<file path="src/design/rsa_pkg.sv">
// ----------------------------------------------------------------------------
// rsa_pkg
// Shared types and constants for the stack calculator: command codes,
// controller states and the command/status bundles between the two halves.
// ----------------------------------------------------------------------------
package rsa_pkg;

    localparam int WORD_W          = 32;
    localparam int DEPTH_W         = 11;
    localparam int CMD_W           = 3;
    localparam int STACK_DEPTH_DEF = 1024;
    localparam int DIV_CNT_W       = $clog2(WORD_W);

    typedef enum logic [CMD_W-1:0] {
        CMD_PUSH = 3'd0,
        CMD_ADD  = 3'd1,
        CMD_SUB  = 3'd2,
        CMD_MUL  = 3'd3,
        CMD_DIV  = 3'd4
    } t_cmd;

    typedef enum logic [3:0] {
        S_IDLE,
        S_PUSH,
        S_POP_B,
        S_POP_A,
        S_EXEC,
        S_DIV,
        S_DIV_END,
        S_REFILL,
        S_REFILL_WAIT,
        S_FINISH
    } t_state;

    typedef struct packed {
        logic load;
        logic push;
        logic pop_b;
        logic pop_a;
        logic exec;
        logic div_step;
        logic div_end;
        logic refill_ld;
        logic out_load;
    } t_dp_cmd;

    typedef struct packed {
        logic is_div;
        logic b_zero;
        logic div_last;
    } t_dp_sts;

endpackage

</file>
<file path="src/design/rsa_ctrl.sv">
// ----------------------------------------------------------------------------
// rsa_ctrl
// Sequencer for one request: decode, push or pops, execute, divide loop,
// top-of-stack refill and hand-off to the output register.
// ----------------------------------------------------------------------------
module rsa_ctrl
    import rsa_pkg::*;
(
    input  logic             i_clk,
    input  logic             i_rst_n,
    input  logic             i_valid,
    input  logic [CMD_W-1:0] i_command,
    input  logic             i_stall,
    input  t_dp_sts          i_sts,
    output logic             o_stall,
    output logic             o_valid,
    output t_dp_cmd          o_cmd
);

    t_state r_state, n_state;
    logic   r_valid, n_valid;

    always_ff @(posedge i_clk) begin
        if (!i_rst_n) begin
            r_state <= S_IDLE;
            r_valid <= 1'b0;
        end else begin
            r_state <= n_state;
            r_valid <= n_valid;
        end
    end

    always_comb begin
        n_state = r_state;
        o_cmd   = '0;
        unique case (r_state)
            S_IDLE: begin
                if (i_valid) begin
                    o_cmd.load = 1'b1;
                    priority case (t_cmd'(i_command))
                        CMD_PUSH: n_state = S_PUSH;
                        CMD_ADD, CMD_SUB, CMD_MUL, CMD_DIV: n_state = S_POP_B;
                        default:  n_state = S_FINISH;
                    endcase
                end
            end
            S_PUSH: begin
                o_cmd.push = 1'b1;
                n_state    = S_FINISH;
            end
            S_POP_B: begin
                o_cmd.pop_b = 1'b1;
                n_state     = S_POP_A;
            end
            S_POP_A: begin
                o_cmd.pop_a = 1'b1;
                n_state     = S_EXEC;
            end
            S_EXEC: begin
                o_cmd.exec = 1'b1;
                if (!i_sts.is_div) begin
                    n_state = S_FINISH;
                end else if (i_sts.b_zero) begin
                    n_state = S_REFILL;
                end else begin
                    n_state = S_DIV;
                end
            end
            S_DIV: begin
                o_cmd.div_step = 1'b1;
                if (i_sts.div_last) begin
                    n_state = S_DIV_END;
                end
            end
            S_DIV_END: begin
                o_cmd.div_end = 1'b1;
                n_state       = S_FINISH;
            end
            S_REFILL: begin
                n_state = S_REFILL_WAIT;
            end
            S_REFILL_WAIT: begin
                o_cmd.refill_ld = 1'b1;
                n_state         = S_FINISH;
            end
            S_FINISH: begin
                if (!r_valid || !i_stall) begin
                    o_cmd.out_load = 1'b1;
                    n_state        = S_IDLE;
                end
            end
            default: n_state = S_IDLE;
        endcase
    end

    always_comb begin
        n_valid = r_valid;
        if (o_cmd.out_load) begin
            n_valid = 1'b1;
        end else if (!i_stall) begin
            n_valid = 1'b0;
        end
    end

    assign o_stall = (r_state != S_IDLE);
    assign o_valid = r_valid;

endmodule

</file>
<file path="config.mk">
export PLATFORM = sky130hd
export DESIGN_NAME = rsa_ctrl
export DESIGN_NICKNAME = d
export VERILOG_FILES = /design/src/design/rsa_pkg.sv /design/src/design/rsa_ctrl.sv
export SDC_FILE = /design/constraint.sdc
export NUM_CORES = 1
export LEC_CHECK = 0
export ABC_AREA = 0
export BUFFER_PORTS_ARGS = -buffer_cell sky130_fd_sc_hd__buf_2
export CORE_AREA = 2 2 39 41
export DETAILED_ROUTE_END_ITERATION = 10
export DIE_AREA = 0 0 41 43
export GPL_ROUTABILITY_DRIVEN = 1
export SLEW_MARGIN = 20
export SYNTH_ARGS = -nofsm -noshare
export SYNTH_HDL_FRONTEND = slang
export SYNTH_SLANG_ARGS = --single-unit
</file>
<file path="constraint.sdc">
create_clock -name i_clk -period 4.1 [get_ports i_clk]
set_input_delay 0.205 -clock i_clk [delete_from_list [all_inputs] [get_ports i_clk]]
set_output_delay 0.205 -clock i_clk [all_outputs]
set_load 0.1 [all_outputs]
</file>
==> metrics.txt, run 1 <==
routability congestion estimate=0.7446; critical path class=register to output port; clock sinks=5; CP Capture Type=output port; Inserted Clock Buffers=3; crit-path max FO=11; 1st-iter DRT viols=4; # DRC=0; Routed Antenna Nets=0; # setup viols final=0; P&R area growth vs syn=24.16%; Worst-Margin Slew=0.5170 ns; H-tree level count=1; die height=43 um; layout cell share with drive strength beyond 1=33.75%; Cell Rows=14; hold_buf cts=0; Max stage delay cell, worst path=dfxtp_1; first-pass GRT wire length=1455 um; antenna violations before repair=0; vias after detailed routing=486; WP depth=4; clock root buffer=clkbuf_4; synth top area cells=dfxtp_1 (22%), nor2_1 (7.6%), nand2b_1 (5.6%), buf_4 (5.1%), nor3_1 (4.5%); Mapped Area=445.4 sq um; Via density=5.063; PostCTS Resize Cnt=0; Req. time, crit path=3.89 ns; most frequent cells in the layout=buf_2 (20), nor2_1 (9), nand2_1 (5), dfxtp_1 (5); Syn Nets=71; EDFF count, synth=0; count of inserted antenna diode cells=0; worst rel slew slack=65.49%; RSZ-0062 raised after global routing=no; Starting Density=32.19%; PortBufs=20; WL final=1037 um; TritonCTS clock tree=built; clock period minus final worst setup slack=2.071 ns; clk slew on worst S/H paths=0.05 ns; TritonRoute pass-1 iters=4; worst reg2reg path depth=4; die area=1763 sq um; Final Skew=0.006277 ns; post-synthesis sequential area ratio=22.47%; final count of pins violating max slew=0; setup TNS=0 ns; core area=1384 sq um; Arr. time, crit path=1.87 ns; CP max stage delay=0.52 ns; GRT Residual Overflow=0; Routed WL per cell=10.80 um; WP buf/inv=1; period utilization=50.51%; IO Count=21; Netlist cell types=30; Synth area leader=dfxtp_1; Max Freq=482.9 MHz; max-cap violations=0; Fin. Hold Viols=0; top cell type's share of synthesized area=22.47%; async set-reset flop share out of synthesis=0%; ys flop type=dfxtp_1; status=finished, final reports clean; CP delay by family, top=simple AND/OR/NAND/NOR gates; largest net degree at the start of global routing=17; worst hold path type=input pin to register; most common cell after layout, fill and taps aside=buf_2; vias in the first global route=371; CP Launch Type=register; Post-CTS Setup Repair Bufs=0; Clk Latency, worst-skew pair=0.24 ns; worst-path cell chain=nand2b_1 -> or2_2 -> a21oi_1 -> buf_2; Post-DP HPWL=805 um; Max clock buf depth=2; Avg Cell Area, Syn=7.302 sq um; number of fill cells in the layout=162; Die X=41 um; hold depth=2; # nets final=91; post-synthesis cell count=61; synthesized flop and latch total=5; GRT Util Overall=12.55%; Synthesis Warnings=0
[metal layers]
metal / GRT usage (%) / part of all wire [%] / wire [um]
met4: 2.000 / 0 / 0
met5: 0 / 0 / 0
met2: 19.38 / 46 / 479
met1: 14.47 / 48 / 496
met3: 7.853 / 6.0 / 62
[synthesized netlist by cell type (all sizes together) (2+ instances only)]
library cell,number
dfxtp,5
nand3,2
or3,2
or2,2
a21oi,3
buf,5
nor2,9
nor3,4
nand2,5
a21boi,2
o31ai,2
nand2b,4
[per-stage QoR]
| step | util (%) | hold WS (ns) | area (sq um) | std cells | worst slack, ns |
|---|---|---|---|---|---|
| 2_1_floorplan | - | 0.3225 | 445.4 | 61 | 1.292 |
| 3_3_place_gp | 38.07 | 0.4578 | 526.8 | 92 | 2.309 |
| 3_5_place_dp | 38.07 | 0.4572 | 526.8 | 92 | 2.289 |
| 4_1_cts | 39.96 | 0.1990 | 553.0 | 96 | 2.020 |
| 5_1_grt | 39.96 | 0.2030 | 553.0 | 96 | 1.933 |
| 6_report | 39.96 | 0.2071 | 553.0 | 96 | 2.029 |
[path summary, 6_finish.rpt]
check,end,startpoint,slack [ns]
min reg2reg,o_valid,o_valid,0.51
max reg2reg,r_state[3],r_state[2],2.48
min,r_state[3],i_rst_n,0.21
max,o_cmd[0],r_state[0],2.03
[sequential cells by signal, indices dropped and copies added (netlist names)]
register and cells:
r_state 4, o_valid 1
[logic make-up after synthesis]
group | count (synthesis) | share of synthesized area [%]
DFF | 5 | 22.47
muxes | 1 | 2.247
AOI/OAI and AO/OA | 14 | 22.47
buffers and inverters | 6 | 9.548
xor gates and xnor gates | 1 | 1.967
and+or+nand+nor | 34 | 41.29
[final cells by class]
class / instances / area [sq um] / area share [%]
multi-input combinational: 50 / 302.8 / 54.75
clock buffer: 4 / 26.28 / 4.751
inverter: 1 / 3.754 / 0.6787
sequential: 5 / 100.1 / 18.10
tap: 16 / 20.02 / 3.620
timing repair buffer: 20 / 100.1 / 18.10
Power of run 1 is left out: the tool's default activity adds up to more than one toggle a clock period on the data nets, which glitch-free logic cannot reach.
==> inputs of run 2 (changes only) <==
==> constraint.sdc (replaced) <==
create_clock -name i_clk -period 1.75 [get_ports i_clk]
set_input_delay 0.0875 -clock i_clk [delete_from_list [all_inputs] [get_ports i_clk]]
set_output_delay 0.0875 -clock i_clk [all_outputs]
set_load 0.1 [all_outputs]
==> metrics.txt, run 2 (same netlist as run 1, synthesis figures left out) <==
routability congestion estimate=0.8242; clock root buffer=clkbuf_4; Arr. time, crit path=1.55 ns; most flop-heavy register=r_state; H-tree level count=1; clk slew on worst S/H paths=0.04 ns; CP Capture Type=output port; P&R area growth vs syn=60.11%; WL final=1066 um; period utilization=93.46%; die height=43 um; Routed WL per cell=10.55 um; first-pass GRT wire length=1676 um; Cell Rows=14; crit-path max FO=11; Max clock buf depth=2; final instance area=713.2 sq um; Fin. Hold Viols=0; status=finished, final reports clean; most common cell after layout, fill and taps aside=buf_2; HP Start=i_rst_n; Inserted Clock Buffers=3; worst reg2reg path depth=5; Die X=41 um; hold_buf cts=0; antenna violations before repair=0; Clk Latency, worst-skew pair=0.24 ns; TritonCTS clock tree=built; hold_ws=0.08905 ns; largest net degree at the start of global routing=12; Post-DP HPWL=884.6 um; # setup viols final=0; Max Freq=611.4 MHz; # DRC=0; final count of pins violating max slew=0; # nets final=96; hold depth=2; end of the worst register-to-register path=r_state[0]; vias after detailed routing=511; CP Launch Type=register; vias in the first global route=443; GRT Residual Overflow=0; max-cap violations=0; core area=1384 sq um; TritonRoute pass-1 iters=4; Routed Antenna Nets=0; 1st-iter DRT viols=8; critical path class=register to output port; PortBufs=20; clock period minus final worst setup slack=1.636 ns; max FFs per register=4; Starting Density=32.19%; layout cell share with drive strength beyond 1=49.41%; Via density=5.059; count of inserted antenna diode cells=0; worst rel slew slack=67.91%; die area=1763 sq um; placed cell area=676.9 sq um; Worst-Margin Slew=0.4846 ns; Final Skew=0.001345 ns; most frequent cells in the layout=buf_2 (15), nand2_1 (5), nor2_1 (5), buf_12 (5), buf_4 (5); reg-to-reg slack, setup=0.33 ns; reg2reg start=r_state[2]; Hold EP=r_state[3]; GRT Util Overall=13.80%; IO Count=21; fin cells=101; RSZ-0062 raised after global routing=no; clock sinks=5; placed insts=97; worst hold path type=input pin to register; Req. time, crit path=1.66 ns
==> run 2: how the worst max path moves through the flow <==
| stage | startpoint | cells after the start | end | slack [ns] |
|---|---|---|---|---|
| after floorplan | r_state[0] | 3 | o_cmd[6] | -0.10 |
| after global placement | r_state[0] | 4 | o_cmd[0] | 0.26 |
| after detailed placement | r_state[0] | 4 | o_cmd[0] | 0.21 |
| after CTS | r_state[0] | 4 | o_cmd[0] | 0.04 |
| after global routing | r_state[2] | 4 | o_cmd[8] | 0.02 |
| final | r_state[1] | 4 | o_cmd[1] | 0.11 |
==> run 2: timing repair <==
item,CTS,global route
resized for setup,1,2
buffers inserted,0,0
endpoints found under the setup margin,1,1
==> run 2: area by class of cell <==
class | count | area [sq um]
fill | 141 | 670.6
multi-input combinational | 50 | 347.8
timing repair buffer | 25 | 212.7
sequential | 5 | 102.6
clock buffer | 4 | 26.28
tap | 16 | 20.02
inverter | 1 | 3.754
==> run 2: layer usage <==
| layer | share of wire (%) | track usage (%) | vias up |
|---|---|---|---|
| li1 | - | - | 263 |
| met1 | 45 | 17.86 | 232 |
| met2 | 51 | 20.94 | 14 |
| met3 | 3.1 | 1.571 | 2 |
| met4 | 1.5 | 8.000 | 0 |
| met5 | 0 | 0 | - |
==> run 2: stage by stage <==
stage	worst slack [ns]	TNS [ns]	util [%]
floorplan	-0.1013	-0.1013	-
global placement	0.2602	0	48.92
detailed placement	0.2142	0	48.92
CTS	0.03937	0	51.36
global route	0.02267	0	51.54
finish	0.1144	0	51.54
==> run 2: critical path: stages (launching register included) <==
cell and delay [ns]:
dfxtp_1 0.31, buf_4 0.17, or2_2 0.32, nor2_2 0.08
buf_2 0.42
Power of run 2 is left out for the same reason.
==> inputs of run 3 (changes only) <==
--- a/config.mk
+++ b/config.mk
@@ -6,11 +6,12 @@
 export NUM_CORES = 1
 export LEC_CHECK = 0
 export ABC_AREA = 0
-export BUFFER_PORTS_ARGS = -buffer_cell sky130_fd_sc_hd__buf_2
 export CORE_AREA = 2 2 39 41
 export DETAILED_ROUTE_END_ITERATION = 10
 export DIE_AREA = 0 0 41 43
+export DONT_BUFFER_PORTS = 1
 export GPL_ROUTABILITY_DRIVEN = 1
+export PLACE_DENSITY = 0.51
 export SLEW_MARGIN = 20
 export SYNTH_ARGS = -nofsm -noshare
 export SYNTH_HDL_FRONTEND = slang
==> metrics.txt, run 3 (same netlist as run 1, synthesis figures left out) <==
first-pass GRT wire length=1794 um; clk slew on worst S/H paths=0.04 ns; Max clock buf depth=2; worst reg2reg path depth=4; Max Freq=627.1 MHz; P&R area growth vs syn=61.52%; CP Launch Type=register; IO Count=21; Req. time, crit path=1.66 ns; Routed Antenna Nets=0; fin cells=94; routability congestion estimate=0.7346; Worst-Margin Slew=0.3591 ns; Cell Rows=14; Via density=5.245; worst hold path type=input pin to register; most flop-heavy register=r_state; clock sinks=5; layout cell share with drive strength beyond 1=43.59%; placed cell area=669.4 sq um; Final Skew=0.002017 ns; # setup viols final=0; H-tree level count=1; largest net degree at the start of global routing=13; Max stage delay cell, worst path=dfxtp_2; # nets final=89; TritonRoute pass-1 iters=4; count of inserted antenna diode cells=0; placed insts=88; most common cell after layout, fill and taps aside=buf_4; die height=43 um; die area=1763 sq um; hold depth=2; Routed WL per cell=11.79 um; Post-CTS Setup Repair Bufs=0; Arr. time, crit path=1.51 ns; 1st-iter DRT viols=8; GRT Residual Overflow=0; clock root buffer=clkbuf_4; antenna violations before repair=0; max FFs per register=4; status=finished, final reports clean; Post-DP HPWL=881.7 um; CP max stage delay=0.37 ns; Starting Density=32.19%; worst-path cell chain=nand2b_1 -> or2_2 -> a21oi_2 -> buf_12; RSZ-0062 raised after global routing=no; final instance area=719.4 sq um; Die X=41 um; # DRC=0; critical path class=register to output port; period utilization=91.12%; worst rel slew slack=75.86%; vias in the first global route=434; clock period minus final worst setup slack=1.595 ns; PortBufs=0; GRT Util Overall=14.87%; WL final=1108 um; TritonCTS clock tree=built; CP Capture Type=output port; final count of pins violating max slew=0; crit-path max FO=12; Clk Latency, worst-skew pair=0.24 ns; reg-to-reg slack, setup=0.31 ns; vias after detailed routing=493; Inserted Clock Buffers=3; Fin. Hold Viols=0; max-cap violations=0; most frequent cells in the layout=buf_4 (10), buf_12 (6), nand2_1 (5), nor2_1 (5); core area=1384 sq um
run 3: worst max-delay path: cells and delay by family (launching register included):
family / cells / cell delay [ns]
AO/OA/AOI/OAI: 1 / 0.16
buffers and inverters: 1 / 0.19
flip-flops: 1 / 0.37
AND/OR/NAND/NOR: 2 / 0.54
run 3: final cells by class:
type	count	area, sq um
clock buffer	4	26.28
fill	141	664.4
inverter	1	3.754
multi-input combinational	50	350.3
sequential	5	103.9
tap	16	20.02
timing repair buffer	18	215.2
run 3: routing by layer:
metal | vias to the layer above | share of wire (%) | GRT usage [%] | wire (um)
met5 | - | 0 | 0 | 0
met4 | 0 | 0 | 4.000 | 0
met3 | 0 | 8.2 | 6.283 | 91
met2 | 22 | 52 | 21.25 | 578
met1 | 220 | 40 | 20.00 | 438
li1 | 251 | - | - | -
run 3: per-stage QoR:
step,setup TNS (ns),hold WS [ns],setup slack (ns),util [%]
6_report,0,0.01303,0.1555,51.99
5_1_grt,0,0.01165,0.08729,51.99
4_1_cts,0,0.003007,0.03017,50.99
3_5_place_dp,0,0.2112,0.2934,48.37
3_3_place_gp,0,0.2093,0.2810,48.37
2_1_floorplan,-0.1013,0.2050,-0.1013,-
run 3: repair_timing:
action / CTS / global route
hold buffers: 1 / 1
resized for setup: 0 / 3
hold endpoints to repair: 2 / 2
endpoints found under the setup margin: 0 / 1
run 3: final timing paths:
check | to | from
worst min-delay path | o_valid | i_stall
worst min register to register | o_valid | o_valid
worst max-delay path | o_cmd[0] | r_state[1]
worst max register to register | r_state[3] | r_state[2]
Power of run 3 is left out for the same reason.
